## config.mk

```make
export PLATFORM = sky130hd
export DESIGN_NAME = deadline_ordered_timeout_queue
export DESIGN_NICKNAME = d
export VERILOG_FILES = /design/src/rtl/core/dotq_pkg.sv /design/src/rtl/core/dotq_store.sv /design/src/rtl/core/dotq_seq.sv /design/src/rtl/core/deadline_ordered_timeout_queue.sv
export VERILOG_INCLUDE_DIRS = /design/src /design/src/rtl/core
export SDC_FILE = /design/constraint.sdc
export NUM_CORES = 2
export LEC_CHECK = 0
export BUFFER_PORTS_ARGS = -buffer_cell sky130_fd_sc_hd__buf_2
export CAP_MARGIN = 10
export CORE_MARGIN = 1.5
export CORE_UTILIZATION = 50
export DETAILED_ROUTE_END_ITERATION = 8
export GPL_TIMING_DRIVEN = 0
export PLACE_DENSITY = 0.69
export SYNTH_ARGS = -nofsm -noshare
export SYNTH_HDL_FRONTEND = slang
export SYNTH_SLANG_ARGS = --single-unit
export TNS_END_PERCENT = 5
```

## constraint.sdc

```tcl
create_clock -name clk -period 6.75 [get_ports clk]
set_input_delay 1.35 -clock clk [delete_from_list [all_inputs] [get_ports clk]]
set_output_delay 1.35 -clock clk [all_outputs]
set_load 0.05 [all_outputs]
```

## src/rtl/core/deadline_ordered_timeout_queue_assert.svh

```systemverilog
// assertion macros used by the timeout queue sequencer
// no other dependencies
`ifndef DEADLINE_ORDERED_TIMEOUT_QUEUE_ASSERT_SVH
`define DEADLINE_ORDERED_TIMEOUT_QUEUE_ASSERT_SVH
// implication checked on every rising edge outside reset
`define DOTQ_ASSERT_IMP(label, ante, cons) \
	label: assert property (@(posedge clk) disable iff (!arst_n) (ante) |-> (cons)) \
		else $error("implication check failed");
// next-cycle implication
`define DOTQ_ASSERT_NXT(label, ante, cons) \
	label: assert property (@(posedge clk) disable iff (!arst_n) (ante) |=> (cons)) \
		else $error("check failed");
`endif

```

## src/rtl/core/dotq_pkg.sv

```systemverilog
// package for the timeout queue: sizes, codes and payload structs
// no dependencies
`timescale 1ns / 1ps
package dotq_pkg;
	localparam int Depth = 16;
	localparam int TimeWidth = 48;
	localparam int AddrWidth = $clog2(Depth);
	localparam int CntWidth = $clog2(Depth + 1);

	localparam logic [1:0] ACT_INSERT = 2'd0;
	localparam logic [1:0] ACT_REMOVE = 2'd1;
	localparam logic [1:0] ACT_TICK = 2'd2;

	localparam logic [2:0] ST_INSERTED = 3'd0;
	localparam logic [2:0] ST_FULL = 3'd1;
	localparam logic [2:0] ST_REMOVED = 3'd2;
	localparam logic [2:0] ST_FIRED = 3'd3;
	localparam logic [2:0] ST_IDLE = 3'd4;

	typedef struct packed {
		logic [1:0] action;
		logic [TimeWidth-1:0] deadline;
		logic [7:0] source_id;
		logic [15:0] data_key;
		logic [15:0] event_tag;
		logic [TimeWidth-1:0] now_time;
	} in_item_t;

	typedef struct packed {
		logic [2:0] status;
		logic [4:0] removed_count;
		logic [7:0] fired_source;
		logic [15:0] fired_data_key;
		logic [15:0] fired_event_tag;
		logic [4:0] occupancy;
	} out_item_t;

	typedef struct packed {
		logic [TimeWidth-1:0] deadline;
		logic [7:0] source;
		logic [15:0] key;
		logic [15:0] tag;
	} entry_t;

	// memory port bundle from sequencer to store
	typedef struct packed {
		logic re;
		logic [AddrWidth-1:0] raddr;
		logic we;
		logic [AddrWidth-1:0] waddr;
		entry_t wdata;
	} mem_req_t;
endpackage

```

## src/rtl/core/dotq_store.sv

```systemverilog
// entry store: one write port and one read port with registered read data
// depends on dotq_pkg
`timescale 1ns / 1ps
module dotq_store import dotq_pkg::*; (
	input logic clk,
	input mem_req_t req,
	output entry_t rdata
);
	entry_t mem [Depth];

	always_ff @(posedge clk) begin
		if (req.we) begin
			mem[req.waddr] <= req.wdata;
		end
		if (req.re) begin
			rdata <= mem[req.raddr];
		end
	end
endmodule

```

## src/rtl/core/dotq_seq.sv

```systemverilog
// sequencer: walks the entry store for insert, remove and tick
// depends on dotq_pkg and the assertion header
`timescale 1ns / 1ps
`include "deadline_ordered_timeout_queue_assert.svh"
module dotq_seq import dotq_pkg::*; (
	input logic clk,
	input logic arst_n,
	input logic in_valid,
	output logic in_ready,
	input in_item_t in_item,
	output logic out_valid,
	input logic out_ready,
	output out_item_t out_item,
	output mem_req_t req,
	input entry_t rdata
);
	typedef enum logic [1:0] {S_IDLE, S_WALK, S_DONE} state_t;

	state_t state_q;
	in_item_t cmd_q;
	logic [CntWidth-1:0] count_q, rd_q, keep_q, removed_q;
	logic pend_q, found_q;
	entry_t carry_q, head_q;

	// read address counter reaches count: last read issued
	logic more_rd;
	logic tick_stop;
	logic [CntWidth-1:0] n_count;
	logic [2:0] n_status;

	assign more_rd = rd_q < count_q;
	assign in_ready = (state_q == S_IDLE) && (!out_valid || out_ready);
	// stop after the head if it is not due
	assign tick_stop = pend_q && cmd_q.action == ACT_TICK && keep_q == '0
		&& rdata.deadline > cmd_q.now_time;

	always_comb begin
		req = '0;
		req.raddr = rd_q[AddrWidth-1:0];
		req.re = (state_q == S_WALK) && more_rd;
		if (state_q == S_WALK && pend_q) begin
			unique case (cmd_q.action)
				ACT_INSERT: begin
					// slide entries up by one after the slot is found
					req.waddr = keep_q[AddrWidth-1:0];
					if (found_q) begin
						req.we = 1'b1;
						req.wdata = carry_q;
					end else if (rdata.deadline > cmd_q.deadline) begin
						req.we = 1'b1;
						req.wdata = '{cmd_q.deadline, cmd_q.source_id, cmd_q.data_key,
							cmd_q.event_tag};
					end
				end
				ACT_REMOVE: begin
					req.waddr = keep_q[AddrWidth-1:0];
					req.we = !(rdata.source == cmd_q.source_id && rdata.key == cmd_q.data_key);
					req.wdata = rdata;
				end
				ACT_TICK: begin
					// each entry behind the head moves down by one
					req.waddr = AddrWidth'(keep_q - 1'b1);
					req.we = keep_q != '0;
					req.wdata = rdata;
				end
				default: ;
			endcase
		end else if (state_q == S_DONE && cmd_q.action == ACT_INSERT) begin
			req.waddr = keep_q[AddrWidth-1:0];
			req.we = count_q < CntWidth'(Depth);
			req.wdata = found_q ? carry_q : '{cmd_q.deadline, cmd_q.source_id,
				cmd_q.data_key, cmd_q.event_tag};
		end
	end

	always_comb begin
		n_count = count_q;
		n_status = ST_IDLE;
		case (cmd_q.action)
			ACT_INSERT: begin
				n_status = (count_q < CntWidth'(Depth)) ? ST_INSERTED : ST_FULL;
				if (count_q < CntWidth'(Depth)) n_count = count_q + 1'b1;
			end
			ACT_REMOVE: begin
				n_status = ST_REMOVED;
				n_count = count_q - removed_q;
			end
			ACT_TICK: begin
				if (count_q != '0 && head_q.deadline <= cmd_q.now_time) begin
					n_status = ST_FIRED;
					n_count = count_q - 1'b1;
				end
			end
			default: ;
		endcase
	end

	always_ff @(posedge clk or negedge arst_n) begin
		if (!arst_n) begin
			state_q <= S_IDLE;
			count_q <= '0;
			out_valid <= 1'b0;
			pend_q <= 1'b0;
		end else begin
			if (out_valid && out_ready) out_valid <= 1'b0;
			unique case (state_q)
				S_IDLE: begin
					if (in_valid && in_ready) begin
						cmd_q <= in_item;
						rd_q <= '0;
						keep_q <= '0;
						removed_q <= '0;
						found_q <= 1'b0;
						pend_q <= 1'b0;
						// full inserts and unused codes skip the walk
						if (in_item.action == ACT_INSERT && count_q >= CntWidth'(Depth))
							state_q <= S_DONE;
						else if (in_item.action == ACT_TICK || in_item.action == ACT_INSERT
							|| in_item.action == ACT_REMOVE)
							state_q <= S_WALK;
						else
							state_q <= S_DONE;
					end
				end
				S_WALK: begin
					if (more_rd) rd_q <= rd_q + 1'b1;
					pend_q <= more_rd && !tick_stop;
					if (pend_q) begin
						unique case (cmd_q.action)
							ACT_INSERT: begin
								if (found_q) begin
									carry_q <= rdata;
								end else if (rdata.deadline > cmd_q.deadline) begin
									found_q <= 1'b1;
									carry_q <= rdata;
								end
								keep_q <= keep_q + 1'b1;
							end
							ACT_REMOVE: begin
								if (rdata.source == cmd_q.source_id && rdata.key == cmd_q.data_key)
									removed_q <= removed_q + 1'b1;
								else
									keep_q <= keep_q + 1'b1;
							end
							ACT_TICK: begin
								if (keep_q == '0) head_q <= rdata;
								keep_q <= keep_q + 1'b1;
							end
							default: ;
						endcase
					end
					if (tick_stop || (!more_rd && !pend_q)) state_q <= S_DONE;
				end
				S_DONE: begin
					count_q <= n_count;
					out_item <= '{n_status, 5'(removed_q),
						(n_status == ST_FIRED) ? head_q.source : 8'd0,
						(n_status == ST_FIRED) ? head_q.key : 16'd0,
						(n_status == ST_FIRED) ? head_q.tag : 16'd0,
						5'(n_count)};
					out_valid <= 1'b1;
					state_q <= S_IDLE;
				end
				default: state_q <= S_IDLE;
			endcase
		end
	end

	`DOTQ_ASSERT_IMP(a_count_range, 1'b1, count_q <= CntWidth'(Depth))
	`DOTQ_ASSERT_IMP(a_no_accept_busy, state_q != S_IDLE, !in_ready)
	`DOTQ_ASSERT_IMP(a_keep_bound, state_q == S_WALK, keep_q <= rd_q)
	`DOTQ_ASSERT_NXT(a_done_result, state_q == S_DONE, out_valid)
endmodule

```

## src/rtl/core/deadline_ordered_timeout_queue.sv

```systemverilog
// each item is taken, walked through the single-read-port entry store and answered
// with one result; a full insert or an unused code skips the walk, and a tick whose
// head is not due stops after reading the head
// one item at a time: a new item is taken only after the last one is done and its
// result is accepted or being accepted
// reset: arst_n clears the entry count and the result flag; entries stay undefined
`timescale 1ns / 1ps
module deadline_ordered_timeout_queue import dotq_pkg::*; (
	input logic clk,
	input logic arst_n,
	input logic in_valid,
	output logic in_ready,
	input in_item_t in_item,
	output logic out_valid,
	input logic out_ready,
	output out_item_t out_item
);
	mem_req_t req;
	entry_t rdata;

	dotq_seq u_seq (
		.clk(clk), .arst_n(arst_n), .in_valid(in_valid), .in_ready(in_ready),
		.in_item(in_item), .out_valid(out_valid), .out_ready(out_ready),
		.out_item(out_item), .req(req), .rdata(rdata)
	);

	dotq_store u_store (.clk(clk), .req(req), .rdata(rdata));
endmodule
```

* Word-level counts from Yosys, hierarchy flattened *
Memory sizes are Yosys's and may differ from the RTL's. A register that Yosys moved wholly into a read port is not among the register bits.
Index checks and enable logic that the tools add are counted.

cells by class
  $add $sub $neg = 7
  $lt $le $gt $ge = 6
  equal/unequal tests = 18
  multiplexer cells = 41
  reduce and logical (&&, ||, !) cells = 43

operators with widths
  cell                 number
  $mux 88              5
  $pmux 93 s3          1
  $mux 93              2
  $gt 48x48->1         2
  $le 48x48->1         1
  $mux 5               9
  $pmux 5 s2           4
  $add 5x1->5 const B  4
  $eq 16x16->1         1
  $pmux 5 s3           1
  $reduce_and 5->1     3
  $logic_and 1x1->1    14
  $reduce_and 6->1     2
  $mux 1               10
  $ne 2x2->1 const B   5
  $reduce_bool 5->1    2
  $pmux 3 s3           1
  $eq 8x8->1           1
  $mux 2               4
  $eq 2x1->1 const B   3
  $eq 2x2->1 const B   3
  $logic_not 2->1      3
  $ne 3x3->1 const B   2
  $reduce_and 2->1     3
  18 further kinds     29

word-level totals
  register bits after elaboration = 392
  bits in writable memories = 1408
  bits of input ports = 142
  output and inout bits = 55
  word-level logic and storage cells = 144
  memories = 1

memory list
  name         depth  width  rd ports  clocked after memory_dff  write ports  RTL line         source
  u_store.mem  16     88     1         1                         1            dotq_store.sv:9  entry_t mem [Depth];

* Logic depth before layout (Yosys ltp) *
  word-level depth = 7
  gate-level depth with buffers = 12
  mapped depth without buffers = 11

* Hierarchy *
Synthesis repeated with hierarchy kept, for this count alone.

second synthesis, totals
  cell total of the unflattened synthesis = 3712
  area total of the unflattened synthesis = 74158.6 um2

modules (own cells, without submodules)
  module      instances  cells each  area an instance (um2)  seq. area each (um2)
  dotq_store  1          2256        55236.7                 44923.1
  dotq_seq    1          1456        18921.9                 11726.2

* Worst setup path before layout *
Ideal clock, no wire load.

  path kind = input port to flip-flop
  start = input out_ready
  end = register u_seq.cmd_q[0] (netlist bit), enable pin
  library setup time = 0.638 ns
  arrival = 8.742 ns
  data required time = 6.112 ns
  path slack = -2.630 ns
  cell stages on the path = 4
  buffers on the path = 0
  path through = nor2b_1 > nor3_1 > nand2_1 > nor2_1

on the way
  cells in the longest elaborated chain, start to end = 4

RTL lines
  element                            RTL line                              source
  from (decl)                        deadline_ordered_timeout_queue.sv:15  input logic out_ready,
  $logic_or 1x1->1                   dotq_seq.sv:32                        assign in_ready = (state_q == S_IDLE) && (!out_valid || out_ready);
  $logic_and 1x1->1                  dotq_seq.sv:32
  named net in_ready                 deadline_ordered_timeout_queue.sv:12  output logic in_ready,
  $logic_and 1x1->1                  dotq_seq.sv:108                       if (in_valid && in_ready) begin
  $reduce_and 3->1 (no source line)  --
  to (signal assigned)               dotq_seq.sv:109                       cmd_q <= in_item;
  to (decl)                          dotq_seq.sv:20                        in_item_t cmd_q;

The timed path passes the listed nets, and every way through them passes these cells.
A chain may end at the register's enable or synchronous reset.

* Worst setup path after layout *
  start = register, netlist name u_store.rdata[71]
  end = memory u_store.mem[4][20] (netlist bit), enable pin

on the way
  cells in the longest elaborated chain, start to end = 7

RTL lines
  element                       RTL line          source
  $gt 48x48->1                  dotq_seq.sv:49    end else if (rdata.deadline > cmd_q.deadline) begin
  $mux 1                        dotq_seq.sv:49
  $mux 1                        --
  $pmux 93 s3                   dotq_seq.sv:42    unique case (cmd_q.action)
  $mux 93                       dotq_seq.sv:41    if (state_q == S_WALK && pend_q) begin
  $mux 1                        dotq_store.sv:12  if (req.we) begin
  $mux 1 (not written as such)  dotq_store.sv:13  mem[req.waddr] <= req.wdata;
  to (decl)                     dotq_store.sv:9

No other way between the ends.

==> results.md <==
* Outcome: completed
* Setup violations, final at 0
* Pwr dens at 358 nW/um^2
* Critical path type: register to register
* Worst-Margin Slew at 1.33 ns
* Max Slew Vio Count at 0
* Post-DRT Antenna Nets at 0
* Post-CTS setup buffer count at 0
* Synth Area in Simple Gates at 0.0261
* #FFs+latches synth at 1888
* DR iter-0 viols at 5545
* RSZ-0062 raised after global routing: no
* IO Pins at 197
* DIE HEIGHT at 392 um
* FF-to-FF End: u_store.mem[4][20]$_DFFE_PP_
* Critical-path top delay cell: o31ai_2
* Mux cell area share after synthesis at 0.137
* Crit path buf inv count at 6
* Max-capacitance violation count at 0
* CTS Sinks at 1888
* Worst EP arrival at 6.52 ns
* Crit path max fanout at 17
* GRT overflow at 0
* Yosys warnings at 0
* P_leak at 0.0295 uW
* Synth Area in Compound Gates at 0.0403
* Post-synthesis cell type count at 65
* Top cell type's share of synthesized area at 0.747
* Post-synth EDFFs at 1879
* Post-CTS Hold Buffers at 0
* Synthesis-to-finish area growth at 16.9%
* Core ar. at 150000 um^2
* Biggest area consumer among synthesized cells: edfxtp_1
* First-pass GRT wire length at 287000 um
* Sequential area share after synthesis at 0.750
* Via count at 40300
* Synth top area cells: edfxtp_1, mux4_2, ha_1
* Final min period at 5.96 ns
* WL final at 202000 um
* CP startpoint kind: register
* TritonCTS Buffers at 187
* Clock tree root driver cell: clkbuf_16
* Pwr Total at 31600 uW
* Levels on crit path at 14
* Die area at 153000 um^2
* Clk_lat worst skew at 0.84 ns
* R2R depth at 14
* Count leader, synth: edfxtp_1
* Post-CTS Resized at 0
* Vias in the first global route at 40300
* CTS max path bufs at 3
* CP endpoint: u_store.mem[4][20]$_DFFE_PP_
* Die W at 392 um
* GP Congestion at 0.858
* FF-to-FF setup slack at 0.79 ns
* DR pass1 iterations at 6
* Maximum level of the CTS H-tree at 4
* Hold Crit Class: input port to async pin
* Total Routing Usage GR at 0.265
* Ys async rst share at 0.00477
* Port buffer count at 196
* Post-DP HPWL at 133000 um
* Worst-path cell chain: ha_1, nand4_1, nor4_1, nand3_1, nor2_1, a211oi_4, buf_16, o31ai_2, buf_2, a21oi_4, buf_12, buf_16, buf_12, buf_12
* Layout cells sized above 1 at 0.255
* DP Worst Slack at 0.514 ns
* Antenna violations before repair at 8
* Top FF cell, synth: edfxtp_1
* Post-DR wirelength/cell at 31.5 um
* Adder-Cell Fraction of Synth Area at 0.0266
* Fin crit share at 0.883
* Worst path max stage delay at 0.71 ns
* Effective utilization at floorplan at 0.504
* Average size of a mapped cell at 20.3 um^2
* Synth top cells by count: edfxtp_1, mux4_2, nand2_1, ha_1, clkbuf_1
* Reg clk slew, reported paths at 0.06 ns
* # fillers at 10700
* Maximum vdd ir drop at 0.279 mV
* CTS tree: done
* Nets at 4532
* Setup ws final at 0.788 ns
* Post-synth net total at 4020
* R2R Path Start: u_store.rdata[71]$_DFFE_PP_
* CP startpoint: u_store.rdata[71]$_DFFE_PP_
* FP Rows at 142
* Synthesized cell area at 75500 um^2
* Final Hold Viols at 0
* # DRC at 0
* Worst path top cell family by delay: simple AND/OR/NAND/NOR gates
* Hold slack at 0.423 ns
* Largest net degree at the start of global routing at 40
* Fin Clk Skew at 0.0511 ns
* Via/cell ratio at 6.29
* Worst Path Required at 7.31 ns
* Most used cell, CP: buf_12
* Crit. End Element: register
* Fmax at 168 MHz
* Max_slew headroom at 0.115
* Largest family of logic cells by synthesized area: multiplexers
* Fraction of synthesized cell area in xor and xnor cells at 0.00452
* Post-Syn Instances at 3718
## worst min path at each step
stage                                    start  cells after the start                           end
floorplan           u_store.rdata[0]$_DFFE_PP_                      0    u_seq.carry_q[0]$_DFFE_PP_
global placement    u_store.rdata[1]$_DFFE_PP_                      0     u_seq.head_q[1]$_DFFE_PP_
detailed placement  u_store.rdata[1]$_DFFE_PP_                      0     u_seq.head_q[1]$_DFFE_PP_
CTS                                     arst_n                      1  u_seq.count_q[0]$_DFFE_PN0P_
global route                            arst_n                      1  u_seq.count_q[0]$_DFFE_PN0P_
finish                                  arst_n                      1  u_seq.count_q[0]$_DFFE_PN0P_
## final cells by class
class	instances	area, um^2	share of cell area
clock buffers	231	4890	0.0554
plain buffers	186	717	0.00812
well taps	2016	2520	0.0286
flip-flops and latches	1888	56600	0.642
diodes	6	15.0	0.000170
repair buffers	323	3740	0.0424
clock inverters	108	1320	0.0150
inverters	113	424	0.00480
multi-input cells	1531	18000	0.204
## worst register-to-register path: stages, from the launching register on
cell	delay, ns
edfxtp_1	0.60
ha_1	0.41
nand4_1	0.30
nor4_1	0.59
nand3_1	0.20
nor2_1	0.66
a211oi_4	0.22
buf_16	0.25
o31ai_2	0.72
buf_2	0.56
a21oi_4	0.32
buf_12	0.27
buf_16	0.20
buf_12	0.19
buf_12	0.19
## stage by stage
step,utilization,instance area (um^2),setup TNS (ns),instances
after global routing,0.589,88300,0,6398
after global placement,0.527,79000,-,5930
final,0.589,88300,0,6402
after floorplan,-,75500,-160.93,3718
after detailed placement,0.546,81900,0,6045
after CTS,0.588,88100,0,6384
## kinds of logic after synthesis
logic type | after synthesis
flip-flops | 1888
buffers and inverters | 299
multiplexers | 482
AO/OA/AOI/OAI | 438
XOR/XNOR | 39
adder cells (fa/ha/maj) | 160
AND/OR/NAND/NOR | 412
## state kept, by name, indices dropped and copies added, names as in the netlist
signal	count
u_seq.carry_q	88
u_seq.cmd_q	138
u_seq.count_q	5
u_seq.found_q	1
u_seq.head_q	88
u_seq.keep_q	5
u_seq.out_item	53
u_seq.out_valid	1
u_seq.pend_q	1
u_seq.rd_q	5
u_seq.removed_q	5
u_seq.state_q	2
u_store.mem	1408
u_store.rdata	88
## cell usage in the layout (no fill, tap or decap), types with 88 or more instances in the layout
cell type | netlist | final
nand2_1 | 191 | 191
a22oi_1 | 88 | 88
clkbuf_16 | 0 | 189
mux4_2 | 440 | 440
buf_2 | 14 | 210
o311ai_0 | 88 | 88
inv_1 | 113 | 113
clkbuf_1 | 138 | 179
edfxtp_1 | 1879 | 1879
ha_1 | 159 | 159
## routing by layer
metal / vias up / GRT usage / share of wire
met4: 0 / 0.0992 / 0.036
met1: 21000 / 0.366 / 0.39
met2: 2437 / 0.415 / 0.47
met3: 363 / 0.0618 / 0.11
met5: - / 0 / 0
li1: 16500 / - / -
## power breakdown
part / switching, uW / internal, uW
registers: 542 / 14300
clock network: 4510 / 6060
logic: 3830 / 2360
total: 8880 / 22700
Power figures use the tool's default switching activity.
